<file path="src/design/fbs_ram.sv">
// ----------------------------------------------------------------------------
// fbs_ram: generic memory
// One write port, one read port, registered read data.
// ----------------------------------------------------------------------------
`default_nettype none
module fbs_ram #(
    parameter int WIDTH = 32,
    parameter int DEPTH = 64
) (
    input  wire logic                     i_clk,
    input  wire logic                     i_we,
    input  wire logic [$clog2(DEPTH)-1:0] i_waddr,
    input  wire logic [WIDTH-1:0]         i_wdata,
    input  wire logic                     i_re,
    input  wire logic [$clog2(DEPTH)-1:0] i_raddr,
    output logic      [WIDTH-1:0]         o_rdata
);

    logic [WIDTH-1:0] r_mem [DEPTH];

    always_ff @(posedge i_clk) begin
        if (i_we) begin
            r_mem[i_waddr] <= i_wdata;
        end
        if (i_re) begin
            o_rdata <= r_mem[i_raddr];
        end
    end

endmodule
`default_nettype wire

</file>
<file path="config.mk">
export PLATFORM = sky130hd
export DESIGN_NAME = fbs_ram
export DESIGN_NICKNAME = d
export VERILOG_FILES = /design/src/design/fbs_ram.sv
export SDC_FILE = /design/constraint.sdc
export NUM_CORES = 2
export LEC_CHECK = 0
export BUFFER_PORTS_ARGS = -buffer_cell sky130_fd_sc_hd__buf_2
export CELL_PAD_IN_SITES_DETAIL_PLACEMENT = 1
export CELL_PAD_IN_SITES_GLOBAL_PLACEMENT = 2
export CORE_ASPECT_RATIO = 1.2
export CORE_MARGIN = 1
export CORE_UTILIZATION = 50
export DETAILED_ROUTE_END_ITERATION = 8
export MAX_ROUTING_LAYER = met4
export PLACE_DENSITY_LB_ADDON = 0.15
export SLEW_MARGIN = 10
export SYNTH_ARGS = -nofsm -noshare
export SYNTH_HDL_FRONTEND = slang
export SYNTH_SLANG_ARGS = --single-unit
</file>
<file path="constraint.sdc">
create_clock -name i_clk -period 4.13 [get_ports i_clk]
set_clock_uncertainty 0.2 [all_clocks]
set_input_delay 0.413 -clock i_clk [delete_from_list [all_inputs] [get_ports i_clk]]
set_output_delay 0.413 -clock i_clk [all_outputs]
set_load 0.01 [all_outputs]
</file>
==> results.json <==
{
  "outcome": "finished clean",
  "setup.worst_path.class": "in -> reg",
  "synth_ff_type": "edfxtp_1",
  "finalCriticalPeriod_ns": 2.96,
  "vdd_drop_max_mv": 0.459,
  "io_buffers": 78,
  "synth.cell_area_um2": 78800,
  "maxSlewViolCount": 0,
  "setup_tns_ns": 0,
  "io_pins": 79,
  "n_fill_cell": 12800,
  "critPathRequiredTime_ns": 4.49,
  "drc": 0,
  "drt_iter0_drc": 4056,
  "crit_path_max_fanout": 35,
  "antenna_found_initial": 15,
  "synth_area_leaders": "edfxtp_1 79%, mux4_2 16%, mux2i_1 1.2%",
  "insertion_delay_ns": 0.85,
  "drive_gt1_frac": 0.314,
  "antenna_left": 0,
  "ff_latch_area_um2": 62500,
  "die-area_um2": 159000,
  "yosys-top-cells-count": "2080 x edfxtp_1, 544 x mux4_2, 137 x nor2_1, 93 x mux2i_1, 84 x o22ai_1",
  "cts_setup_buffers": 0,
  "grt_pass1_wl_mm": 303,
  "max_slew_margin": 0.171,
  "fin_crit_sh": 0.716,
  "cts_root_buf": "clkbuf_16",
  "ys_ff_latch": 2080,
  "grt_pass1_vias": 39600,
  "synth_edf_count": 2080,
  "power.density_nw_per_um2": 484,
  "viasPerCell": 6.32,
  "final-setup-viol-count": 0,
  "first_pass_iters": 5,
  "fp-row-count": 159,
  "synthCells": 3324,
  "cp-end-kind": "flop",
  "cts_tree": "done",
  "seq_area_frac_synth": 0.792,
  "grtUsageTotal": 0.287,
  "grt_setup_unrepaired": "no",
  "fin_nets": 3730,
  "post-synth-top-count-cell": "edfxtp_1",
  "vias": 37600,
  "finalHoldViolations": 0,
  "drv_cap": 0,
  "cts_made_buffers": 195,
  "die_w_um": 364,
  "grt_max_degree": 72,
  "synthToLayoutAreaGrowth_pct": 14.3,
  "async_flop_share": 0,
  "dp_hpwl_mm": 127,
  "fmax_mhz": 338,
  "coreArea_um2": 157000,
  "syn_nets": 3371,
  "multi_input_area_um2": 16000,
  "yosysUniqueCellTypes": 33,
  "clk_path_buf_depth": 3,
  "total_power_mw": 43.6,
  "h-tree-depth": 4,
  "grt-ovfl-total": 0,
  "dieHeight_um": 437,
  "yosys.area.top_type_share": 0.792,
  "p_leak_nw": 28.2,
  "ys_warn_count": 0,
  "hp-class": "in -> reg",
  "syn_avg_cell_area_um2": 23.7,
  "gpl.final_weighted_congestion": 0.844,
  "crit_path_start_kind": "primary input",
  "routedWlPerCell_um": 36.7,
  "arrival_ns": 3.32,
  "wl_mm": 218,
  "final_util": 0.575,
  "cts.clk_slew.worst_paths_ns": 0.06,
  "yosysTopAreaCell": "edfxtp_1",
  "initial_utilization": 0.504,
  "cts_sinks": 2080,
  "tightestPinTransition_ns": 1.24
}
logic make-up after synthesis:
family          share of synthesized area
simple gates                       0.0126
mux                                 0.167
buf+inv                            0.0112
flops                               0.792
compound gates                     0.0167
repair_timing:
item,CTS,global route
hold buffers,20,2
hold endpoints to repair,504,77
gates resized for setup,0,0
layout by cell type, fill, tap and decap left out, types with 6 or more instances in the layout:
| cell | count |
|---|---|
| a21oi_1 | 62 |
| a22oi_1 | 12 |
| a311oi_1 | 8 |
| buf_12 | 26 |
| buf_2 | 73 |
| buf_4 | 220 |
| bufinv_16 | 18 |
| clkbuf_1 | 37 |
| clkbuf_16 | 196 |
| clkinv_1 | 48 |
| clkinv_2 | 43 |
| diode_2 | 7 |
| dlygate4sd3_1 | 22 |
| edfxtp_1 | 2080 |
| inv_16 | 6 |
| mux2i_1 | 93 |
| mux4_2 | 544 |
| nand2_1 | 26 |
| nand2b_1 | 8 |
| nor2_1 | 75 |
| nor2_4 | 62 |
| nor2b_1 | 15 |
| o221ai_1 | 27 |
| o22ai_1 | 84 |
flip-flops by register name, summed over array words and instances (netlist names):
register  count
o_rdata      32
r_mem      2048
report_power, final:
| part | total, mW | switching (mW) | internal (mW) |
|---|---|---|---|
| registers | 23.5 | 0.0860 | 23.4 |
| clock network | 17.7 | 7.83 | 9.87 |
| logic | 2.37 | 1.50 | 0.871 |
| total | 43.6 | 9.42 | 34.2 |
layer usage:
| metal | vias up | track usage | wire length (um) |
|---|---|---|---|
| met5 | - | - | 0 |
| met4 | 0 | 0.0896 | 6770 |
| met3 | 303 | 0.0404 | 14400 |
| met2 | 1480 | 0.471 | 112000 |
| met1 | 20800 | 0.375 | 84900 |
| li1 | 15000 | - | - |
final timing paths:
path	startpoint	end	slack [ns]	cells past startpoint
hold reg to reg	r_mem[29][8]	o_rdata[8]	0.65	4
setup reg to reg	r_mem[39][29]	o_rdata[29]	1.53	5
hold / removal	i_wdata[3]	r_mem[25][3]	0.10	2
setup / recovery	i_raddr[0]	o_rdata[2]	1.17	8
through the flow:
step                      area [um^2]  hold WS, ns  std cells  setup slack (ns)
after floorplan                 78800        0.312       3324             0.357
after global placement          83600        0.631       5556             0.277
after detailed placement        83600        0.625       5556             0.296
after CTS                       90000       0.0370       5936              1.22
after global routing            90100       0.0993       5943              1.09
final                           90100        0.101       5946              1.17
critical path, stage by stage:
cell	delay, ns
buf_8	0.41
buf_4	0.34
buf_4	0.35
mux4_2	0.55
mux2i_1	0.21
a21oi_1	0.22
a21oi_1	0.64
nor2_1	0.09
cell type report:
cell class	count	share of cell area
Antenna cell	7	0.000194
Clock buffer	233	0.0560
Clock inverter	127	0.0133
Multi-Input combinational cell	1062	0.177
Sequential cell	2080	0.693
Tap cell	2093	0.0291
Timing Repair Buffer	344	0.0311
(Power assumes the default switching activity.)
