===== src/design/fbs_pkg.sv =====
// ----------------------------------------------------------------------------
// fbs_pkg: shared definitions for the frequency bucket splitter
// Sizes, error codes, the job and result records and the midpoint helper.
// ----------------------------------------------------------------------------
`default_nettype none
package fbs_pkg;

    localparam int MAX_ENTRIES = 64;
    localparam int IDX_W       = $clog2(MAX_ENTRIES);
    localparam int CNT_W       = $clog2(MAX_ENTRIES + 1);
    localparam int MAX_OUT     = MAX_ENTRIES - 1;
    localparam int VAL_W       = 32;
    localparam int NUM_W       = 24;
    localparam int ENT_W       = VAL_W + NUM_W;
    localparam int TOT_W       = 30;
    localparam int TGT_W       = 8;

    localparam logic [TGT_W-1:0] TGT_RESET = 8'd16;

    // error codes
    localparam logic [1:0] ERR_NONE     = 2'd0;
    localparam logic [1:0] ERR_DUP      = 2'd1;
    localparam logic [1:0] ERR_ORDER    = 2'd2;
    localparam logic [1:0] ERR_OVERFLOW = 2'd3;

    // one finished run handed from the loader to the walker
    typedef struct packed {
        logic [CNT_W-1:0] n;
        logic [TOT_W-1:0] total;
        logic [1:0]       err;
    } t_job;

    // one result beat
    typedef struct packed {
        logic signed [VAL_W-1:0] value;
        logic                    has;
        logic                    last;
        logic [1:0]              err;
    } t_result;

    // floor((a + b) / 2), exact in one extra bit
    function automatic logic signed [VAL_W-1:0] midpoint(
        input logic signed [VAL_W-1:0] a,
        input logic signed [VAL_W-1:0] b
    );
        logic signed [VAL_W:0] s;
        s = {a[VAL_W-1], a} + {b[VAL_W-1], b};
        return s[VAL_W:1];
    endfunction

endpackage
`default_nettype wire


===== src/design/fbs_front.sv =====
// ----------------------------------------------------------------------------
// fbs_front: entry loader
// Stores entries, sums counts, flags order and overflow errors, and hands a
// job to the walker when the last entry of a run arrives.
// ----------------------------------------------------------------------------
`default_nettype none
module fbs_front import fbs_pkg::*; (
    input  wire logic                    i_clk,
    input  wire logic                    i_rst_n,
    input  wire logic                    i_push,
    output logic                         o_full,
    input  wire logic signed [VAL_W-1:0] i_entry_value,
    input  wire logic [NUM_W-1:0]        i_entry_count,
    input  wire logic                    i_entry_last,
    input  wire logic                    i_walk_busy,
    input  wire logic                    i_job_take,
    output logic                         o_job_valid,
    output t_job                         o_job,
    output logic                         o_we,
    output logic [IDX_W-1:0]             o_waddr,
    output logic [ENT_W-1:0]             o_wdata
);

    logic [CNT_W-1:0]        r_cnt;
    logic [TOT_W-1:0]        r_total;
    logic [1:0]              r_err;
    logic signed [VAL_W-1:0] r_last_v;
    logic                    r_job_valid;
    t_job                    r_job;

    logic             w_acc;
    logic             w_room;
    logic             w_bad_order;
    logic [CNT_W-1:0] n_cnt;
    logic [TOT_W-1:0] n_total;
    logic [1:0]       n_err;

    // the entry store is busy while a job waits or the walker reads it
    assign o_full = r_job_valid | i_walk_busy;
    assign w_acc  = i_push & ~o_full;
    assign w_room = r_cnt < CNT_W'(MAX_ENTRIES);
    assign w_bad_order = (r_cnt != '0) && (i_entry_value <= r_last_v);

    // next run state; first error wins
    always_comb begin
        n_cnt   = w_room ? r_cnt + 1'b1 : r_cnt;
        n_total = w_room ? r_total + TOT_W'(i_entry_count) : r_total;
        if (r_err != ERR_NONE) begin
            n_err = r_err;
        end else if (!w_room) begin
            n_err = ERR_OVERFLOW;
        end else if (w_bad_order) begin
            n_err = ERR_ORDER;
        end else begin
            n_err = ERR_NONE;
        end
    end

    assign o_we    = w_acc & w_room;
    assign o_waddr = r_cnt[IDX_W-1:0];
    assign o_wdata = {i_entry_value, i_entry_count};

    assign o_job_valid = r_job_valid;
    assign o_job       = r_job;

    always_ff @(posedge i_clk) begin
        if (!i_rst_n) begin
            r_cnt       <= '0;
            r_total     <= '0;
            r_err       <= ERR_NONE;
            r_job_valid <= 1'b0;
        end else begin
            if (i_job_take) begin
                r_job_valid <= 1'b0;
            end
            if (w_acc) begin
                if (w_room) begin
                    r_last_v <= i_entry_value;
                end
                if (i_entry_last) begin
                    r_job_valid <= 1'b1;
                    r_job       <= '{n: n_cnt, total: n_total, err: n_err};
                    r_cnt       <= '0;
                    r_total     <= '0;
                    r_err       <= ERR_NONE;
                end else begin
                    r_cnt   <= n_cnt;
                    r_total <= n_total;
                    r_err   <= n_err;
                end
            end
        end
    end

endmodule
`default_nettype wire


===== config.mk =====
export PLATFORM = sky130hd
export DESIGN_NAME = fbs_front
export DESIGN_NICKNAME = d
export VERILOG_FILES = /design/src/design/fbs_pkg.sv /design/src/design/fbs_front.sv
export SDC_FILE = /design/constraint.sdc
export NUM_CORES = 1
export LEC_CHECK = 0
export BUFFER_PORTS_ARGS = -buffer_cell sky130_fd_sc_hd__buf_4
export CAP_MARGIN = 20
export CORE_ASPECT_RATIO = 1.1
export CORE_UTILIZATION = 56
export CTS_BUF_LIST = sky130_fd_sc_hd__clkbuf_4
export DETAILED_ROUTE_END_ITERATION = 10
export HOLD_SLACK_MARGIN = 0.02
export PLACE_DENSITY = 0.79
export RECOVER_POWER = 50
export SYNTH_ARGS = -nofsm -noshare
export SYNTH_HDL_FRONTEND = slang
export SYNTH_SLANG_ARGS = --single-unit

===== constraint.sdc =====
create_clock -name i_clk -period 4.18 [get_ports i_clk]
set_clock_uncertainty 0.15 [all_clocks]
set_input_delay 0.836 -clock i_clk [delete_from_list [all_inputs] [get_ports i_clk]]
set_output_delay 0.836 -clock i_clk [all_outputs]
set_load 0.05 [all_outputs]

==> run summary <==
Achievable Freq -> 313.0 MHz
Leak -> 3.012 nW
Top Usage Layer GRT -> met2
Maximum VDD drop -> 0.1755 mV
Hold Crit Start -> r_total[18]
Synth Net Count -> 837
Share of layout cells above drive strength 1 -> 10.61%
Switching fraction of total power -> 31.79%
Starting DRC count in detailed routing -> 338
Ys Warns -> 0
Worst EP arrival -> 3.35 ns
Combinational Power Share -> 22.2%
Total I/O pin count -> 166
CP Launch Type -> input port
Critical path type -> in -> reg
IO buf count -> 165
Die area -> 12,890 um^2
GRT Total Usage -> 25.45%
Async S/R FF share, synth -> 0%
Worst reg-to-reg path cell count -> 9
Post-detail-place hpwl -> 11.66 mm
Final Max Slew Viols -> 0
Skew-Pair Late Insertion Delay -> 0.49 ns
Worst min path class -> reg -> reg
TritonCTS Buffers -> 9
Number of nets in the layout -> 936
WP buf/inv -> 1
Avg Inst Size Synth -> 9.728 um^2
Period minus WS final -> 3.195 ns
Largest net degree at the start of global routing -> 51
Cell Area, Synth -> 6965 um^2
Netlist cell types -> 67
Worst Path Required -> 4.34 ns
Origin of the critical flop-to-flop path -> r_total[0]
Register area share after synthesis -> 42.11%
Placement Rows -> 42
R2R setup slack -> 1.10 ns
Power Internal -> 0.001485 W
Most frequent cells in the layout -> clkbuf_1, edfxtp_1, nand2_1
Worst Hold End -> r_total[18]
GRT Residual Overflow -> 0
M1 GR Usage -> 30.95%
Pwr Density -> 286.5 nW/um^2
Slew HR -> 45.62%
Crit path cell chain -> clkbuf_4, ha_1, fa_1, a211oi_1, o211a_1, or4_4, a21oi_1, or3_1, and3_1, o31ai_1
TNS Setup -> 0 ns
Post-Place Cells -> 958
First-pass GRT wire length -> 25.65 mm
Endpoints failing hold -> 0
DRC -> 0
CTS sink cnt -> 111
Initial DRT Pass Iterations -> 5
CTS H-tree lvls -> 3
CTS tree -> built
WHS Path Cells -> 2
RR Endpoint -> o_job[24]
Chip height -> 119.0 um
Crit path largest cell delay -> 0.44 ns
Commonest non-fill, non-tap cell in the layout -> clkbuf_1
Slowest CP cell -> fa_1
Chip width -> 108.3 um
Cell family with most CP delay -> compound AO/OA/AOI/OAI gates
GPL Wtd Cong -> 0.8828
Post-Route WL -> 15.88 mm
Layout Cells excl Fill -> 975
Placeable Area -> 12,090 um^2
CP endpoint kind -> flip-flop
Clock share of power -> 22.2%
Met2 track demand over resource -> 43.55%
Number of global-route vias before repair -> 5,532
Cells after Synth -> 716
Switching power -> 0.0006921 W
Max Root-Sink Buffers -> 2
Reg power frac -> 55.6%
Post-DRT Antenna Nets -> 0
Via density -> 5.851
Via Count -> 5,705
Ys flop type -> edfxtp_1
Post-CTS Setup Inserts -> 0
Initial cell density of the core -> 57.63%
GR Util met3 -> 4.269%
CTS Root Cell -> clkbuf_4
WL/cell -> 16.28 um
Hold-fix buffers, CTS -> 0
Critical path peak fanout -> 4
Final setup vio count -> 0
Post-synth EDFFs -> 71
Tcrit/Tclk final -> 76.44%
Worst-margin pin slew -> 0.8157 ns
Initial antenna violation count -> 1
CTS resizes -> 0
Yosys reg bits -> 111
RSZ-0062 raised after global routing -> false
Clk pin slew, worst setup/hold paths -> 0.15 ns
# Max-Cap Violations -> 0
Status -> complete, no violations
Layout Area Growth over Synthesis -> 9.089%
-- worst min-delay path, cell delays in order (launching register included) --
cell and delay, ns:
dfxtp_1 0.36, nand2_1 0.06, o31ai_1 0.05
-- Yosys cell counts (7+ instances only) --
cell / n / area share (%)
inv_1: 42 / 2.3
o211ai_1: 10 / 1.1
a21oi_1: 37 / 2.7
nand3b_1: 7 / 0.75
o21a_1: 7 / 0.75
xnor2_1: 12 / 1.5
nand3_1: 20 / 1.4
or3_1: 8 / 0.72
nor3_1: 8 / 0.57
o21ai_0: 37 / 2.7
a211oi_1: 8 / 0.86
nand2_1: 66 / 3.6
nor2_1: 28 / 1.5
ha_1: 58 / 10
nand4_1: 15 / 1.3
a21o_1: 17 / 1.8
dfxtp_1: 40 / 11
a22oi_1: 10 / 1.1
clkbuf_1: 18 / 0.97
buf_4: 62 / 6.7
xor2_1: 11 / 1.4
nor2b_1: 25 / 2.2
edfxtp_1: 71 / 31
a21boi_0: 7 / 0.75
o31ai_1: 8 / 0.86
-- stage by stage --
step	power (W)	util [%]	hold slack [ns]	cell area, um^2	worst slack, ns
2_1_floorplan	0.001617	-	0.2964	6965	0.9452
4_1_cts	0.002236	66.24	0.3451	8006	1.048
3_3_place_gp	0.001740	65.31	0.3094	7894	0.6080
5_1_grt	0.002281	62.87	0.3678	7599	0.9055
6_report	0.002177	62.87	0.3440	7599	0.9846
3_5_place_dp	0.001756	65.31	0.3243	7894	0.5326
-- state kept, by name, summed over array words and instances, names as in the netlist --
register	flops
o_job_valid	1
r_err	2
r_cnt	7
o_job	39
r_total	30
r_last_v	32
-- worst max path at each step --
stage,cells past startpoint,to,slack [ns],startpoint
final,10,o_job[24],0.98,i_entry_count[0]
after global routing,10,o_job[20],0.91,i_entry_count[0]
after CTS,10,o_job[24],1.05,i_entry_count[0]
after detailed placement,10,o_job[24],0.53,i_entry_count[0]
after global placement,10,o_job[24],0.61,i_entry_count[0]
after floorplan,9,o_job[24],0.95,i_entry_count[0]
-- area by class of cell --
class                           instances  area, um^2
Timing Repair Buffer                  170       867.1
Inverter                               43       161.4
Clock buffer                           12       90.09
Fill cell                            1077        4488
Clock inverter                          4       22.52
Multi-Input combinational cell        480        3329
Tap cell                              154       192.7
Antenna cell                            1       2.502
Sequential cell                       111        2933
-- power by group through the flow --
stage | Sequential (W) | Combinational [W] | Clock, W
floorplan | 0.00126 | 0.000357 | 0
global placement | 0.00123 | 0.000507 | 0
detailed placement | 0.00123 | 0.000521 | 0
CTS | 0.00121 | 0.000524 | 0.000502
global route | 0.00121 | 0.000526 | 0.000542
finish | 0.00121 | 0.000484 | 0.000482
-- logic make-up after synthesis --
logic type / share of synthesized area, %
mux: 0.6287
fa+ha+maj: 10.71
simple gates: 15.16
xor+xnor: 2.892
compound gates: 18.41
flops: 42.11
buf+inv: 10.09
-- per-layer routing --
metal / wire length (um) / vias to the layer above
li1: - / 2770
met1: 6527 / 2672
met2: 7955 / 239
met3: 1101 / 24
met4: 291 / 0
met5: 0 / -
Power figures use the tool's default switching activity.
