<file path="config.mk">
export PLATFORM = sky130hd
export DESIGN_NAME = fbs_outq
export DESIGN_NICKNAME = d
export VERILOG_FILES = /design/src/design/fbs_pkg.sv /design/src/design/fbs_outq.sv
export SDC_FILE = /design/constraint.sdc
export NUM_CORES = 1
export LEC_CHECK = 0
export BUFFER_PORTS_ARGS = -buffer_cell sky130_fd_sc_hd__buf_2
export CORE_ASPECT_RATIO = 1.75
export CORE_MARGIN = 3
export CORE_UTILIZATION = 52
export DETAILED_ROUTE_END_ITERATION = 10
export GPL_TIMING_DRIVEN = 0
export PLACE_DENSITY = 0.89
export SLEW_MARGIN = 20
export SYNTH_ARGS = -nofsm -noshare
export SYNTH_HDL_FRONTEND = slang
export SYNTH_SLANG_ARGS = --single-unit
</file>
<file path="constraint.sdc">
create_clock -name i_clk -period 4 [get_ports i_clk]
set_clock_uncertainty 0.05 [all_clocks]
set_input_delay 1.2 -clock i_clk [delete_from_list [all_inputs] [get_ports i_clk]]
set_output_delay 1.2 -clock i_clk [all_outputs]
set_load 0.02 [all_outputs]
</file>
<file path="src/design/fbs_pkg.sv">
// ----------------------------------------------------------------------------
// fbs_pkg: shared definitions for the frequency bucket splitter
// Sizes, error codes, the job and result records and the midpoint helper.
// ----------------------------------------------------------------------------
`default_nettype none
package fbs_pkg;

    localparam int MAX_ENTRIES = 64;
    localparam int IDX_W       = $clog2(MAX_ENTRIES);
    localparam int CNT_W       = $clog2(MAX_ENTRIES + 1);
    localparam int MAX_OUT     = MAX_ENTRIES - 1;
    localparam int VAL_W       = 32;
    localparam int NUM_W       = 24;
    localparam int ENT_W       = VAL_W + NUM_W;
    localparam int TOT_W       = 30;
    localparam int TGT_W       = 8;

    localparam logic [TGT_W-1:0] TGT_RESET = 8'd16;

    // error codes
    localparam logic [1:0] ERR_NONE     = 2'd0;
    localparam logic [1:0] ERR_DUP      = 2'd1;
    localparam logic [1:0] ERR_ORDER    = 2'd2;
    localparam logic [1:0] ERR_OVERFLOW = 2'd3;

    // one finished run handed from the loader to the walker
    typedef struct packed {
        logic [CNT_W-1:0] n;
        logic [TOT_W-1:0] total;
        logic [1:0]       err;
    } t_job;

    // one result beat
    typedef struct packed {
        logic signed [VAL_W-1:0] value;
        logic                    has;
        logic                    last;
        logic [1:0]              err;
    } t_result;

    // floor((a + b) / 2), exact in one extra bit
    function automatic logic signed [VAL_W-1:0] midpoint(
        input logic signed [VAL_W-1:0] a,
        input logic signed [VAL_W-1:0] b
    );
        logic signed [VAL_W:0] s;
        s = {a[VAL_W-1], a} + {b[VAL_W-1], b};
        return s[VAL_W:1];
    endfunction

endpackage
`default_nettype wire

</file>
<file path="src/design/fbs_outq.sv">
// ----------------------------------------------------------------------------
// fbs_outq: result queue
// Two-entry queue that holds result beats until the receiver pops them.
// ----------------------------------------------------------------------------
`default_nettype none
module fbs_outq import fbs_pkg::*; (
    input  wire logic i_clk,
    input  wire logic i_rst_n,
    input  wire logic i_wr,
    input  t_result   i_item,
    output logic      o_space,
    output logic      o_empty,
    input  wire logic i_pop,
    output t_result   o_item
);

    t_result    r_mem [2];
    logic       r_wp;
    logic       r_rp;
    logic [1:0] r_cnt;
    logic       w_pop;

    assign o_empty = (r_cnt == 2'd0);
    assign o_space = (r_cnt != 2'd2);
    assign o_item  = r_mem[r_rp];
    assign w_pop   = i_pop & ~o_empty;

    always_ff @(posedge i_clk) begin
        if (i_wr) begin
            r_mem[r_wp] <= i_item;
        end
        if (!i_rst_n) begin
            r_wp  <= 1'b0;
            r_rp  <= 1'b0;
            r_cnt <= 2'd0;
        end else begin
            if (i_wr) begin
                r_wp <= ~r_wp;
            end
            if (w_pop) begin
                r_rp <= ~r_rp;
            end
            r_cnt <= r_cnt + {1'b0, i_wr} - {1'b0, w_pop};
        end
    end

endmodule
`default_nettype wire

</file>
==> impl_results.md, run 1 <==
* P per Cell Area at 582 nW/um^2
* Status: finished clean
* Initial antenna violation count at 0
* Slew margin rel. at 59.4%
* Synth area leader: edfxtp_1
* WP data arrival at 1490 ps
* Crit Path Class: register to primary output
* Worst setup margin at 1260 ps
* Drt first-iter violations at 36
* Row Count at 35
* Largest net degree at the start of global routing at 20
* Post-Syn Area per Cell at 22.0 sq um
* Total wire length at 5160 um
* Worst Path Max Fanout at 10
* Share of post-route cells with drive strength above 1 at 59.1%
* Hold Path End: r_rp$_SDFFE_PN0P_
* Crit path max-delay cell type: dfxtp_1
* Post-route ant nets at 0
* Gpl congestion at 0.726
* DRT Pass-1 Iters at 4
* Hold depth at 2
* CP endpoint kind: primary output
* Floorplan core area at 5390 sq um
* Peak VDD IR at 0.507 mV
* Antenna cells at 0
* Clock tree buffer depth at 2
* Period utilization at 68.5%
* Worst r2r src: r_cnt[1]$_SDFF_PN0_
* Worst skew pair latency at 340 ps
* Final core utilization at 69.3%
* Global route overflow at 0
* CP max stage delay at 320 ps
* TritonCTS Buffers at 9
* Layout area overhead at 25.9%
* Fmax at 365 MHz
* Synthesized netlist cell count at 135
* R2r endpoint: r_cnt[1]$_SDFF_PN0_
* Worst-Margin Slew at 608 ps
* Die Ht at 106 um
* Top cell by count, worst path: buf_6
* R2R depth at 6
* DRC Markers at 0
* Number of I/O pins at 78
* Total setup buffers inserted after CTS at 0
* Clk root buf: clkbuf_8
* R2R setup slack at 2380 ps
* Max-cap violations at 0
* Via density at 4.96
* Hold_ws at 465 ps
* Die area at 6680 sq um
* YS warnings at 0
* CP Data Required Time at 2750 ps
* Post-synthesis cell type count at 16
* Hold Path Class: register to register
* Cell leakage power at 1.49 nW
* HPWL Detailed at 3740 um
* Mapped Area at 2970 sq um
* CTS tree: built
* Tmin final at 2740 ps
* RSZ-0062 raised after global routing: no
* Top-area cell type share of the netlist area at 72.9%
* CP cell instances: buf_6 > buf_6 > mux2_4 > buf_2
* CTS-repair resized insts at 0
* Vias in the first global route at 1689
* Total global-route track usage at 17.4%
* Clock Sink Count at 77
* Synth area leaders: edfxtp_1 (73%), mux2_4 (15%), dfxtp_1 (3.4%)
* Nets at 267
* Slew Limit Fails at 0
* Final hold violation count at 0
* Clk slew on worst S/H paths at 70 ps
* Syn nets at 177
* Setup Viol. Count Final at 0
* Cts hold-fix bufs at 0
* Sequential fraction of the synthesis area at 76.3%
* Min-delay src: r_rp$_SDFFE_PN0P_
* Pre-CTS setup slack at 1510 ps
* PortBufs at 77
* Yosys reg bits at 77
* Wire per inst at 17.0 um
* First-pass GRT wire length at 8340 um
* Chip width at 63.1 um
* Initial Util at 55.1%
* CTS H-Tree Depth at 3
* Vias post-DR at 1507
* Startpoint Class: register
per-stage QoR:
step	power, W	instance area (sq um)	TNS (ps)	instances
after detailed placement	0.00155	3510	0	288
after floorplan	0.00139	2970	0	135
after global placement	0.00152	3440	-7060	286
final	0.00217	3730	0	304
after global routing	0.00227	3730	0	304
after CTS	0.00220	3730	0	304
cell type report:
cell class / count / area [sq um]
fill: 380 / 1650
timing repair buffer: 79 / 440
multi-input combinational: 52 / 661
clock buffer: 13 / 159
tap: 74 / 92.6
inverter: 2 / 7.51
buffer: 4 / 45.0
sequential: 77 / 2260
clock inverter: 3 / 67.6
report_power, final:
group	total [W]	switching, W	internal [W]
clock	0.000639	0.000253	0.000386
combinational	0.000567	0.000291	0.000275
sequential	0.000966	0.0000261	0.000940
total	0.00217	0.000571	0.00160
how the worst max path moves through the flow:
stage	start	to	slack, ps	depth (start not counted)
final	register	o_item[21]	1260	4
after global routing	register	o_item[21]	1190	4
after CTS	register	o_item[21]	1220	4
after detailed placement	i_wr	r_mem[0][13]$_DFFE_PP_	1510	3
after global placement	i_wr	r_mem[0][13]$_DFFE_PP_	-190	2
after floorplan	i_wr	r_mem[0][0]$_DFFE_PP_	670	1
state kept, by name, indices dropped and copies added (netlist names), named ones only:
name   count
r_cnt      2
r_mem     72
r_rp       1
r_wp       1
cells in the final DEF, fill, tap and decap left out:
cell type | synthesis | final
clkbuf_8 | 0 | 11
clkbuf_1 | 0 | 2
bufinv_16 | 0 | 2
xnor3_1 | 1 | 1
nor2_1 | 1 | 1
mux2_4 | 30 | 30
buf_2 | 0 | 77
mux2i_1 | 2 | 2
edfxtp_1 | 72 | 72
nor2b_2 | 1 | 1
dfxtp_1 | 5 | 5
ha_1 | 2 | 2
nor2b_4 | 0 | 1
inv_1 | 2 | 2
nand2_1 | 2 | 2
buf_16 | 0 | 2
buf_6 | 4 | 4
clkinvlp_4 | 0 | 1
and2_1 | 2 | 1
mux2_2 | 6 | 6
and2_2 | 0 | 1
nand2b_1 | 1 | 1
o21a_1 | 2 | 2
nor2b_1 | 2 | 1
Yosys cell counts:
cell	number
edfxtp_1	72
mux2_4	30
mux2_2	6
dfxtp_1	5
buf_6	4
and2_1	2
ha_1	2
inv_1	2
mux2i_1	2
nand2_1	2
nor2b_1	2
o21a_1	2
nand2b_1	1
nor2_1	1
nor2b_2	1
xnor3_1	1
layer usage:
metal,global-route usage (%),vias up,share of wire (%)
met5,0,-,0
met4,14.2,0,3.1
met3,3.07,13,4.0
met2,31.7,56,60
met1,16.6,737,32
li1,-,701,-
cell families after synthesis:
family	share of synthesized area, %
compound gates	0.506
fa+ha+maj	0.843
simple gates	1.73
xor+xnor	0.759
buf+inv	1.77
mux	18.1
flops	76.3
worst max-delay path: cells and delay by family, from the launching register on:
kind     cells  cell delay, ps
buf+inv      3             500
flops        1             320
mux          1             320
Note: power is estimated with default switching activity, not from simulation.
==> inputs of run 2 (changes only) <==
Settings changed: CORE_UTILIZATION 52 to 47, PLACE_DENSITY 0.89 to 0.85.
Clock period 4 ns to 2.3 ns, I/O delays scaled along.
==> impl_results.md, run 2 (synthesized netlist as in run 1, its figures left out) <==
* Vias post-DR at 1477 (-2.0%)
* Total global-route track usage at 14.3% (-3.1 points)
* Peak VDD IR at 0.788 mV (+55%)
* DRT Pass-1 Iters at 4 (unchanged)
* Status: finished clean
* HPWL Detailed at 3370 um (-9.9%)
* Post-route ant nets at 0 (unchanged)
* Commonest non-fill, non-tap cell in the layout: buf_2
* Initial Util at 49.3% (-5.8 points)
* First-pass GRT wire length at 7470 um (-10%)
* Switch share at 26.5% (+0.23 points)
* Row Count at 37 (+5.7%)
* Tmin final at 2210 ps
* Nets at 267 (unchanged)
* Largest net degree at the start of global routing at 23 (+15%)
* Worst skew pair latency at 330 ps (about the same)
* Slew margin rel. at 52.1% (-7.3 points)
* Fmax at 452 MHz
* Crit Path Class: register to primary output
* DRC Markers at 0 (unchanged)
* Number of flip-flops in the largest register at 72 (unchanged)
* CP max stage delay at 320 ps (about the same)
* NetSw at 0.000965 W (+69%)
* Die area at 7340 sq um (+9.8%)
* Reg power frac at 45.9% (+1.4 points)
* WP data arrival at 1470 ps (-20 ps)
* Cell leakage power at 1.47 nW (-0.94%)
* Clk root buf: clkbuf_8
* Placed insts at 292 (+1.4%)
* Drt first-iter violations at 32 (-11%)
* Period utilization at 96.2%
* Wire per inst at 15.3 um (-9.9%)
* Leading registers by flop count: r_mem x72, r_cnt x2
* Worst setup margin at 87.7 ps (-1170 ps)
* CTS-repair resized insts at 0 (unchanged)
* CTS H-Tree Depth at 3 (unchanged)
* CP endpoint kind: primary output
* Max-cap violations at 0 (unchanged)
* Hold depth at 2 (unchanged)
* Share of post-route cells with drive strength above 1 at 59.1% (unchanged)
* CTS tree: built
* TritonCTS Buffers at 9 (unchanged)
* Total wire length at 4710 um (-8.7%)
* Pre-CTS setup slack at 261 ps (-1250 ps)
* Internal power at 0.00268 W (+67%)
* Largest Register: r_mem
* Gpl congestion at 0.648 (-11%)
* Floorplan core area at 6020 sq um (+12%)
* Vias in the first global route at 1615 (-4.4%)
* Final hold violation count at 0 (unchanged)
* RSZ-0062 raised after global routing: no
* P per Cell Area at 979 nW/um^2 (+68%)
* Antenna cells at 0 (unchanged)
* Clock Sink Count at 77 (unchanged)
* Chip width at 66.1 um (+4.7%)
* Startpoint Class: register
* Non-Filler Instances at 308 (+1.3%)
* Via density at 4.80 (-3.3%)
* PortBufs at 77 (unchanged)
* Setup Viol. Count Final at 0 (unchanged)
* CP Data Required Time at 1560 ps (-1190 ps)
* Most frequent cells in the layout: buf_2 (77), edfxtp_1 (72), mux2_4 (30)
* Top cell by count, worst path: buf_6
* Finished Cell Area at 3720 sq um (-0.47%)
* Comb pwr share at 26.9% (+0.8 points)
* Crit path max-delay cell type: dfxtp_1
* Clock network power share at 27.2% (-2.2 points)
* Initial antenna violation count at 0 (unchanged)
* Worst-Margin Slew at 717 ps (+109 ps)
* Hold Path Class: register to register
* Clk slew on worst S/H paths at 70 ps (about the same)
* Global route overflow at 0 (unchanged)
* Cts hold-fix bufs at 0 (unchanged)
* Slew Limit Fails at 0 (unchanged)
* Worst Path Max Fanout at 10 (unchanged)
* Layout area overhead at 25.3%
* Placed cell area at 3510 sq um (+0.14%)
* CP cell instances: buf_6 > buf_6 > mux2_4 > buf_2
* Number of I/O pins at 78 (unchanged)
* Total setup buffers inserted after CTS at 0 (unchanged)
* R2R depth at 6 (unchanged)
* Clock tree buffer depth at 2 (unchanged)
* Die Ht at 111 um (+4.9%)
run 2: changes by cell type in the layout (fill, tap and decap cells not counted), sizes merged:
cell      change
clkinvlp      +1
bufinv        -1
run 2: layout make-up:
cell class	instances	area (sq um)
Fill cell	467	2300
Sequential cell	77	2260
Multi-Input combinational cell	52	661
Timing Repair Buffer	79	440
Clock buffer	13	159
Tap cell	78	97.6
Clock inverter	3	45.0
Buffer	4	45.0
Inverter	2	7.51
run 2: path summary, 6_finish.rpt:
check	start	end	slack [ps]
min	r_rp$_SDFFE_PN0P_	r_rp$_SDFFE_PN0P_	440
max reg2reg	r_cnt[1]$_SDFF_PN0_	r_cnt[1]$_SDFF_PN0_	750
max	register	o_item[33]	90
min reg2reg	r_rp$_SDFFE_PN0P_	r_rp$_SDFFE_PN0P_	440
run 2: worst max-delay path: cells and delay by family (launching register included):
kind / cells / cell delay (ps)
flops: 1 / 320
buf+inv: 3 / 500
mux: 1 / 320
run 2: per-stage QoR:
stage	utilization (%)	total power [W]	setup TNS [ps]	hold slack (ps)
2_1_floorplan	-	0.00242	0	402
3_3_place_gp	57.4	0.00265	-25390	409
3_5_place_dp	58.4	0.00270	0	425
4_1_cts	61.8	0.00370	0	439
5_1_grt	61.8	0.00381	0	458
6_report	61.8	0.00364	0	438
run 2: power groups by stage:
stage / Sequential (W) / Clock (W) / Combinational [W]
global placement: 0.00170 / 0 / 0.000950
CTS: 0.00167 / 0.00103 / 0.000996
floorplan: 0.00169 / 0 / 0.000721
detailed placement: 0.00170 / 0 / 0.000992
global route: 0.00168 / 0.00109 / 0.00104
finish: 0.00167 / 0.000990 / 0.000978
run 2: per-layer routing:
layer / GRT usage [%] / wire length [um]
met3: 3.85 / 241
met4: 10.3 / 150
met1: 13.3 / 1570
met5: 0 / 0
met2: 25.4 / 2750
