**config.mk**
```make
export PLATFORM = sky130hd
export DESIGN_NAME = fbs_back
export DESIGN_NICKNAME = d
export VERILOG_FILES = /design/src/design/fbs_pkg.sv /design/src/design/fbs_ram.sv /design/src/design/fbs_back.sv
export SDC_FILE = /design/constraint.sdc
export NUM_CORES = 2
export LEC_CHECK = 0
export BUFFER_PORTS_ARGS = -buffer_cell sky130_fd_sc_hd__buf_2
export CORE_MARGIN = 5
export CORE_UTILIZATION = 40
export DETAILED_ROUTE_END_ITERATION = 7
export PLACE_DENSITY_LB_ADDON = 0.1
export SLEW_MARGIN = 15
export SYNTH_ARGS = -nofsm -noshare
export SYNTH_HDL_FRONTEND = slang
export SYNTH_HIERARCHICAL = 1
export SYNTH_SLANG_ARGS = --single-unit
```
**constraint.sdc**
```tcl
create_clock -name i_clk -period 23.8 [get_ports i_clk]
set_clock_uncertainty 0.15 [all_clocks]
set_input_delay 1.19 -clock i_clk [delete_from_list [all_inputs] [get_ports i_clk]]
set_output_delay 1.19 -clock i_clk [all_outputs]
set_load 0.02 [all_outputs]
```
**src/design/fbs_pkg.sv**
```systemverilog
// ----------------------------------------------------------------------------
// fbs_pkg: shared definitions for the frequency bucket splitter
// Sizes, error codes, the job and result records and the midpoint helper.
// ----------------------------------------------------------------------------
`default_nettype none
package fbs_pkg;

    localparam int MAX_ENTRIES = 64;
    localparam int IDX_W       = $clog2(MAX_ENTRIES);
    localparam int CNT_W       = $clog2(MAX_ENTRIES + 1);
    localparam int MAX_OUT     = MAX_ENTRIES - 1;
    localparam int VAL_W       = 32;
    localparam int NUM_W       = 24;
    localparam int ENT_W       = VAL_W + NUM_W;
    localparam int TOT_W       = 30;
    localparam int TGT_W       = 8;

    localparam logic [TGT_W-1:0] TGT_RESET = 8'd16;

    // error codes
    localparam logic [1:0] ERR_NONE     = 2'd0;
    localparam logic [1:0] ERR_DUP      = 2'd1;
    localparam logic [1:0] ERR_ORDER    = 2'd2;
    localparam logic [1:0] ERR_OVERFLOW = 2'd3;

    // one finished run handed from the loader to the walker
    typedef struct packed {
        logic [CNT_W-1:0] n;
        logic [TOT_W-1:0] total;
        logic [1:0]       err;
    } t_job;

    // one result beat
    typedef struct packed {
        logic signed [VAL_W-1:0] value;
        logic                    has;
        logic                    last;
        logic [1:0]              err;
    } t_result;

    // floor((a + b) / 2), exact in one extra bit
    function automatic logic signed [VAL_W-1:0] midpoint(
        input logic signed [VAL_W-1:0] a,
        input logic signed [VAL_W-1:0] b
    );
        logic signed [VAL_W:0] s;
        s = {a[VAL_W-1], a} + {b[VAL_W-1], b};
        return s[VAL_W:1];
    endfunction

endpackage
`default_nettype wire

```
**src/design/fbs_ram.sv**
```systemverilog
// ----------------------------------------------------------------------------
// fbs_ram: generic memory
// One write port, one read port, registered read data.
// ----------------------------------------------------------------------------
`default_nettype none
module fbs_ram #(
    parameter int WIDTH = 32,
    parameter int DEPTH = 64
) (
    input  wire logic                     i_clk,
    input  wire logic                     i_we,
    input  wire logic [$clog2(DEPTH)-1:0] i_waddr,
    input  wire logic [WIDTH-1:0]         i_wdata,
    input  wire logic                     i_re,
    input  wire logic [$clog2(DEPTH)-1:0] i_raddr,
    output logic      [WIDTH-1:0]         o_rdata
);

    logic [WIDTH-1:0] r_mem [DEPTH];

    always_ff @(posedge i_clk) begin
        if (i_we) begin
            r_mem[i_waddr] <= i_wdata;
        end
        if (i_re) begin
            o_rdata <= r_mem[i_raddr];
        end
    end

endmodule
`default_nettype wire

```
**src/design/fbs_back.sv**
```systemverilog
// ----------------------------------------------------------------------------
// fbs_back: split walker
// Walks the stored entries of a job, collects split points in a buffer,
// checks for duplicates, then sends the answer beat by beat.
// ----------------------------------------------------------------------------
`default_nettype none
module fbs_back import fbs_pkg::*; (
    input  wire logic             i_clk,
    input  wire logic             i_rst_n,
    input  wire logic             i_job_valid,
    input  t_job                  i_job,
    output logic                  o_job_take,
    output logic                  o_walk_busy,
    input  wire logic [TGT_W-1:0] i_target,
    output logic                  o_ent_re,
    output logic [IDX_W-1:0]      o_ent_raddr,
    input  wire logic [ENT_W-1:0] i_ent_rdata,
    output logic                  o_res_wr,
    output t_result               o_res,
    input  wire logic             i_res_space
);

    typedef enum logic [3:0] {
        S_IDLE, S_BIG_RD, S_BIG_MUL, S_BIG_ACC, S_SHARE,
        S_W_RD, S_W_CUR, S_W_NXT, S_MID, S_W_MUL, S_W_FIRST,
        S_W_MUL2, S_W_SECOND, S_DONE, S_ONE, S_E_RD
    } t_state;

    t_state                  r_state;
    logic                    r_e_wr;
    logic                    r_mode_mid;
    logic [CNT_W-1:0]        r_i;
    logic [CNT_W-1:0]        r_n;
    logic [CNT_W-1:0]        r_k;
    logic [CNT_W-1:0]        r_len;
    logic [CNT_W-1:0]        r_big_n;
    logic [TOT_W-1:0]        r_total;
    logic [TOT_W-1:0]        r_big_sum;
    logic [TOT_W-1:0]        r_sp;
    logic [TOT_W-1:0]        r_num;
    logic [TGT_W-1:0]        r_bk;
    logic [TGT_W-1:0]        r_sd;
    logic signed [VAL_W-1:0] r_prev_v;
    logic signed [VAL_W-1:0] r_cur_v;
    logic signed [VAL_W-1:0] r_nxt_v;
    logic signed [VAL_W-1:0] r_pv;
    logic [NUM_W-1:0]        r_cur_n;
    logic [NUM_W-1:0]        r_nxt_n;
    logic [31:0]             r_prod;
    logic [TOT_W+TGT_W-1:0]  r_prod2;
    logic                    r_pv_ok;
    logic                    r_dup;
    logic [1:0]              r_err;

    logic signed [VAL_W-1:0] w_q_v;
    logic [NUM_W-1:0]        w_q_n;
    logic [TGT_W-1:0]        w_bk;
    logic [CNT_W-1:0]        w_i_p1;
    logic [CNT_W-1:0]        w_k_p1;
    logic [CNT_W-1:0]        w_lim;
    logic                    w_has_nxt;
    logic                    w_first;
    logic                    w_second;
    logic signed [VAL_W-1:0] w_mid_pc;
    logic signed [VAL_W-1:0] w_mid_cn;
    logic signed [VAL_W-1:0] w_up;
    logic                    w_push;
    logic signed [VAL_W-1:0] w_push_v;
    logic                    w_store;
    logic                    w_sp_re;
    logic [VAL_W-1:0]        w_sp_q;

    assign w_q_v = i_ent_rdata[ENT_W-1 -: VAL_W];
    assign w_q_n = i_ent_rdata[NUM_W-1:0];

    // a target of zero acts as one bucket
    assign w_bk   = (i_target == '0) ? TGT_W'(1) : i_target;
    assign w_i_p1 = r_i + 1'b1;
    assign w_k_p1 = r_k + 1'b1;
    assign w_lim  = (r_len > CNT_W'(MAX_OUT)) ? CNT_W'(MAX_OUT) : r_len;
    assign w_has_nxt = w_i_p1 < r_n;

    // share tests by cross-multiplication
    assign w_first  = (r_prod >= {2'b0, r_sp}) && (r_num > TOT_W'(r_cur_n)) && (r_i != '0);
    assign w_second = w_has_nxt &&
                      ((r_prod2 >= {{TGT_W{1'b0}}, r_sp}) || (r_prod >= {2'b0, r_sp}));

    // midpoints; neighbors one unit apart round up in the walk
    assign w_mid_pc = midpoint(r_prev_v, r_cur_v);
    assign w_mid_cn = midpoint(r_cur_v, r_nxt_v);
    assign w_up     = (w_mid_cn == r_cur_v) ? r_nxt_v : w_mid_cn;

    // split pushes into the buffer
    always_comb begin
        w_push   = 1'b0;
        w_push_v = w_mid_cn;
        case (r_state)
            S_MID: begin
                w_push = 1'b1;
            end
            S_W_FIRST: begin
                w_push   = w_first;
                w_push_v = w_mid_pc;
            end
            S_W_SECOND: begin
                w_push   = w_second;
                w_push_v = w_up;
            end
            default: begin
                w_push = 1'b0;
            end
        endcase
    end
    assign w_store = w_push && (r_len < CNT_W'(MAX_ENTRIES));

    // entry store read address
    assign o_ent_re    = (r_state == S_BIG_RD) || (r_state == S_W_RD) || (r_state == S_W_CUR);
    assign o_ent_raddr = (r_state == S_W_CUR) ? w_i_p1[IDX_W-1:0] : r_i[IDX_W-1:0];

    assign o_job_take  = (r_state == S_IDLE) && i_job_valid;
    assign o_walk_busy = !((r_state == S_IDLE) || (r_state == S_DONE) ||
                           (r_state == S_ONE) || (r_state == S_E_RD));

    // split buffer
    assign w_sp_re = (r_state == S_E_RD) && !r_e_wr && i_res_space;

    fbs_ram #(
        .WIDTH(VAL_W),
        .DEPTH(MAX_ENTRIES)
    ) u_split_ram (
        .i_clk  (i_clk),
        .i_we   (w_store),
        .i_waddr(r_len[IDX_W-1:0]),
        .i_wdata(w_push_v),
        .i_re   (w_sp_re),
        .i_raddr(r_k[IDX_W-1:0]),
        .o_rdata(w_sp_q)
    );

    // result beats
    always_comb begin
        o_res_wr = 1'b0;
        o_res    = '{value: '0, has: 1'b0, last: 1'b1, err: r_err};
        if (r_state == S_ONE) begin
            o_res_wr = i_res_space;
        end else if ((r_state == S_E_RD) && r_e_wr) begin
            o_res_wr = 1'b1;
            o_res    = '{value: w_sp_q, has: 1'b1, last: (w_k_p1 == r_len), err: ERR_NONE};
        end
    end

    // sequencer
    always_ff @(posedge i_clk) begin
        if (!i_rst_n) begin
            r_state <= S_IDLE;
            r_e_wr  <= 1'b0;
        end else begin
            if (w_store) begin
                r_len   <= r_len + 1'b1;
                r_pv    <= w_push_v;
                r_pv_ok <= 1'b1;
                if (r_pv_ok && (r_pv == w_push_v)) begin
                    r_dup <= 1'b1;
                end
            end
            case (r_state)
                S_IDLE: begin
                    if (i_job_valid) begin
                        r_n       <= i_job.n;
                        r_total   <= i_job.total;
                        r_bk      <= w_bk;
                        r_i       <= '0;
                        r_len     <= '0;
                        r_pv_ok   <= 1'b0;
                        r_dup     <= 1'b0;
                        r_num     <= '0;
                        r_big_n   <= '0;
                        r_big_sum <= '0;
                        r_err     <= i_job.err;
                        if (i_job.err != ERR_NONE) begin
                            r_state <= S_ONE;
                        end else if ({1'b0, w_bk} >= (TGT_W+1)'(i_job.n)) begin
                            r_mode_mid <= 1'b1;
                            r_state    <= (i_job.n < CNT_W'(2)) ? S_DONE : S_W_RD;
                        end else begin
                            r_mode_mid <= 1'b0;
                            r_state    <= S_BIG_RD;
                        end
                    end
                end
                // count entries that alone fill a bucket
                S_BIG_RD: begin
                    r_state <= S_BIG_MUL;
                end
                S_BIG_MUL: begin
                    r_prod  <= {{(32-NUM_W){1'b0}}, w_q_n} * {{(32-TGT_W){1'b0}}, r_bk};
                    r_cur_n <= w_q_n;
                    r_state <= S_BIG_ACC;
                end
                S_BIG_ACC: begin
                    if (r_prod >= {2'b0, r_total}) begin
                        r_big_n   <= r_big_n + 1'b1;
                        r_big_sum <= r_big_sum + TOT_W'(r_cur_n);
                    end
                    if (w_i_p1 == r_n) begin
                        r_i     <= '0;
                        r_state <= S_SHARE;
                    end else begin
                        r_i     <= w_i_p1;
                        r_state <= S_BIG_RD;
                    end
                end
                // share over the entries that were not set aside
                S_SHARE: begin
                    if ((TGT_W+1)'(r_big_n) < {1'b0, r_bk}) begin
                        r_sp <= r_total - r_big_sum;
                        r_sd <= r_bk - r_big_n[TGT_W-1:0];
                    end else begin
                        r_sp <= r_total;
                        r_sd <= r_bk;
                    end
                    r_state <= S_W_RD;
                end
                // fetch current and next entries
                S_W_RD: begin
                    r_state <= S_W_CUR;
                end
                S_W_CUR: begin
                    r_prev_v <= r_cur_v;
                    r_cur_v  <= w_q_v;
                    r_cur_n  <= w_q_n;
                    r_state  <= S_W_NXT;
                end
                S_W_NXT: begin
                    r_nxt_v <= w_q_v;
                    r_nxt_n <= w_q_n;
                    r_state <= r_mode_mid ? S_MID : S_W_MUL;
                end
                // every midpoint
                S_MID: begin
                    r_i <= w_i_p1;
                    if (w_i_p1 + 1'b1 == r_n) begin
                        r_state <= S_DONE;
                    end else begin
                        r_state <= S_W_RD;
                    end
                end
                // running walk
                S_W_MUL: begin
                    r_num   <= r_num + TOT_W'(r_cur_n);
                    r_prod  <= {{(32-NUM_W){1'b0}}, r_cur_n} * {{(32-TGT_W){1'b0}}, r_sd};
                    r_state <= S_W_FIRST;
                end
                S_W_FIRST: begin
                    if (w_first) begin
                        r_num <= r_num - TOT_W'(r_cur_n);
                    end
                    r_state <= S_W_MUL2;
                end
                S_W_MUL2: begin
                    r_prod2 <= {{TGT_W{1'b0}}, r_num} * {{TOT_W{1'b0}}, r_sd};
                    r_prod  <= {{(32-NUM_W){1'b0}}, r_nxt_n} * {{(32-TGT_W){1'b0}}, r_sd};
                    r_state <= S_W_SECOND;
                end
                S_W_SECOND: begin
                    if (w_second) begin
                        r_num <= '0;
                    end
                    if (w_i_p1 == r_n) begin
                        r_state <= S_DONE;
                    end else begin
                        r_i     <= w_i_p1;
                        r_state <= S_W_RD;
                    end
                end
                // duplicate or empty answers collapse to one beat
                S_DONE: begin
                    r_k <= '0;
                    if (r_dup || (r_len == '0)) begin
                        r_err   <= r_dup ? ERR_DUP : ERR_NONE;
                        r_state <= S_ONE;
                    end else begin
                        r_state <= S_E_RD;
                    end
                end
                S_ONE: begin
                    if (i_res_space) begin
                        r_state <= S_IDLE;
                    end
                end
                // read a split, then write it to the result queue
                S_E_RD: begin
                    if (r_e_wr) begin
                        r_e_wr <= 1'b0;
                        r_k    <= w_k_p1;
                        if (w_k_p1 == w_lim) begin
                            r_state <= S_IDLE;
                        end
                    end else if (i_res_space) begin
                        r_e_wr <= 1'b1;
                    end
                end
                default: begin
                    r_state <= S_IDLE;
                end
            endcase
        end
    end

endmodule
`default_nettype wire

```
==> reports/metrics.yaml <==
period_minus_slack_ns: 7.82
regArea_um2: 75200
syn-cell-area_um2: 132000
initialDrtViolationCount: 6732
routed_wirelength_mm: 411
synth_cell_types: 99
synth-seq-cells: 2507
endpoint_kind: "flip-flop"
crit_top_cell: "fa_1"
worst_pin_slew_ns: 1.11
crit_path_start_kind: "flip-flop"
synth_edf_count: 2502
numClockSinks: 2507
synth-seq-area-share: 0.570
vias: 80100
grt_max_degree: 68
reg2reg_depth: 25
hold_class: "primary input to flip-flop"
wl_per_cell_um: 29.6
synth-adder-area-share: 0.133
cts_buffers: 284
clk_path_buf_depth: 4
num-nets-final: 10500
grt_pass1_vias: 82800
mostFrequentLayoutCells: "2,502 x edfxtp_1, 729 x nand2_1, 695 x inv_1"
critPathCapture: "r_prod2[37]"
timing.slew.headroom: 0.259
grt_usage: 0.238
rsz0062_at_grt: "false"
syn-instance-count: 9096
start_util: 0.401
grt_overflow: 0
peakVddDrop_v: 0.000165
fin_tns_setup_ns: 0
run_status: "complete, no violations"
synth-xor-area-share: 0.0184
ios: 153
final_common_cell: "edfxtp_1"
htree_levels: 5
maxCapViolCount: 0
critical-path-max-stage-delay_ns: 0.58
r2r_slack_ns: 15.98
synthArstFlopShare: 0
synth-compound-area-share: 0.0709
multiInputGateArea_um2: 53100
grt_pass1_wl_mm: 591
cp.required_ns: 24.24
dieArea_um2: 342000
fp.dieH_um: 584
hold_buffers: 0
place.gp.congestion: 0.893
final_cell_area_um2: 148000
setup-violations-final: 0
placed_cell_area_um2: 139000
synth_nets: 10300
drtPass1Iterations: 6
timing.fmax_mhz: 128
row_count: 211
maxSlewViolCount: 0
cts-root-buf: "clkbuf_16"
avgSynthCellArea_um2: 14.5
drive_above_1_share: 0.152
synthSimpleGateAreaFrac: 0.0796
area_growth_pct: 11.9
vias_per_cell: 5.76
fillers: 29300
core_um2: 329000
die_x_um: 584
ctsResizeCount: 0
startpoint: "r_sd[5]"
cts.clk_slew.worst_paths_ns: 0.06
synth_top_family_by_area: "adder cells"
port_buffers: 152
hold_viol_final: 0
ys.flop_type: "edfxtp_1"
crit_path_max_fanout: 44
antenna_found_initial: 31
synthMuxAreaShare: 0.0934
route.detailed.drc: 0
cts_tree: "yes"
timing.rr.start: "r_sd[5]"
clock_latency_ns: 0.91
cellPowerDensity_nw_per_um2: 122
postCtsSetupRepairBufs: 0
ant_nets: 0
p_leak_uw: 0.0521
dp_hpwl_mm: 267
finalCritPeriodShare: 0.329
crit_type: "flip-flop to flip-flop"
crit_slowest_cell: "buf_4"
yosysWarnings: 6
fin_util: 0.448
worstPathArrival_ns: 8.26
r2r_end: "r_prod2[37]"
==> sequential cells by signal, indices dropped and copies added, names as in the netlist, 24 cells and up <==
register             flops
r_big_sum               30
r_cur_n                 24
r_cur_v                 32
r_num                   30
r_nxt_n                 24
r_nxt_v                 32
r_prev_v                32
r_prod                  32
r_prod2                 38
r_pv                    32
r_sp                    30
r_total                 30
u_split_ram/o_rdata     32
u_split_ram/r_mem     2048
==> how the worst min path moves through the flow <==
| stage | startpoint | end | slack, ns | cells past startpoint |
|---|---|---|---|---|
| 2_1_floorplan | r_bk[5] | r_sd[5] | 0.27 | 0 |
| 6_report | i_ent_rdata[28] | r_cur_v[4] | 0.32 | 1 |
| 3_3_place_gp | r_cur_v[28] | r_prev_v[28] | 0.38 | 0 |
| 4_1_cts | i_ent_rdata[28] | r_cur_v[4] | 0.24 | 1 |
| 5_1_grt | i_ent_rdata[26] | r_nxt_v[2] | 0.28 | 1 |
| 3_5_place_dp | r_cur_v[14] | r_prev_v[14] | 0.38 | 0 |
==> logic make-up (layout without fill, tap and decap cells) <==
logic type               count (synthesis)  count (layout)
flip-flops                            2507            2507
AND/OR/NAND/NOR                       2145            2145
AO/OA/AOI/OAI                         1397            1397
buffers and inverters                 1112            1557
adder cells (fa/ha/maj)               1065            1065
multiplexers                           603             603
XOR/XNOR                               267             267
other                                    0              17
==> power by group <==
part | internal, uW | switching [uW] | total [uW]
Sequential | 5650 | 263 | 5910
Combinational | 3030 | 4800 | 7830
Clock | 2430 | 1850 | 4280
==> metrics by stage <==
step           std cells  total power (uW)  setup slack, ns  hold slack (ns)
2_1_floorplan       9096             11400            16.12            0.274
3_3_place_gp       13400             13800            15.83            0.376
3_5_place_dp       13400             13900            15.87            0.385
4_1_cts            13900             18200            15.80            0.244
5_1_grt            13900             19300            15.46            0.283
6_report           13900             18000            15.98            0.320
==> per-layer routing <==
metal,GRT usage,vias to the layer above,wire length (um)
li1,-,34500,-
met1,0.308,42500,168000
met2,0.409,2466,204000
met3,0.0267,622,20800
met4,0.0963,2,18700
met5,0,-,13
==> critical path: cells and delay by family, from the launching register on <==
| kind | cells | cell delay (ns) |
|---|---|---|
| adder cells (fa/ha/maj) | 5 | 2.30 |
| AND/OR/NAND/NOR | 2 | 0.29 |
| AO/OA/AOI/OAI | 12 | 3.20 |
| XOR/XNOR | 1 | 0.08 |
| buffers and inverters | 5 | 1.13 |
| flip-flops | 1 | 0.33 |
==> synthesized netlist by cell type (169+ instances only) <==
| cell | n | share of area |
|---|---|---|
| ha_1 | 495 | 0.047 |
| xnor2_1 | 169 | 0.011 |
| nor2_1 | 400 | 0.011 |
| mux4_2 | 500 | 0.085 |
| fa_1 | 570 | 0.086 |
| a21oi_1 | 355 | 0.013 |
| edfxtp_1 | 2502 | 0.57 |
| inv_1 | 696 | 0.020 |
| clkbuf_1 | 273 | 0.0078 |
| nand2_1 | 734 | 0.021 |
| o21ai_0 | 212 | 0.0080 |
| and2_1 | 373 | 0.018 |
==> area by class of cell <==
class | instances | share of cell area
flip-flops and latches | 2507 | 0.509
multi-input cells | 5477 | 0.360
clock buffers | 343 | 0.0498
well taps | 4366 | 0.0370
inverters | 696 | 0.0177
repair buffers | 360 | 0.0157
clock inverters | 158 | 0.0107
diodes | 17 | 0.000288
(Power assumes the default switching activity.)
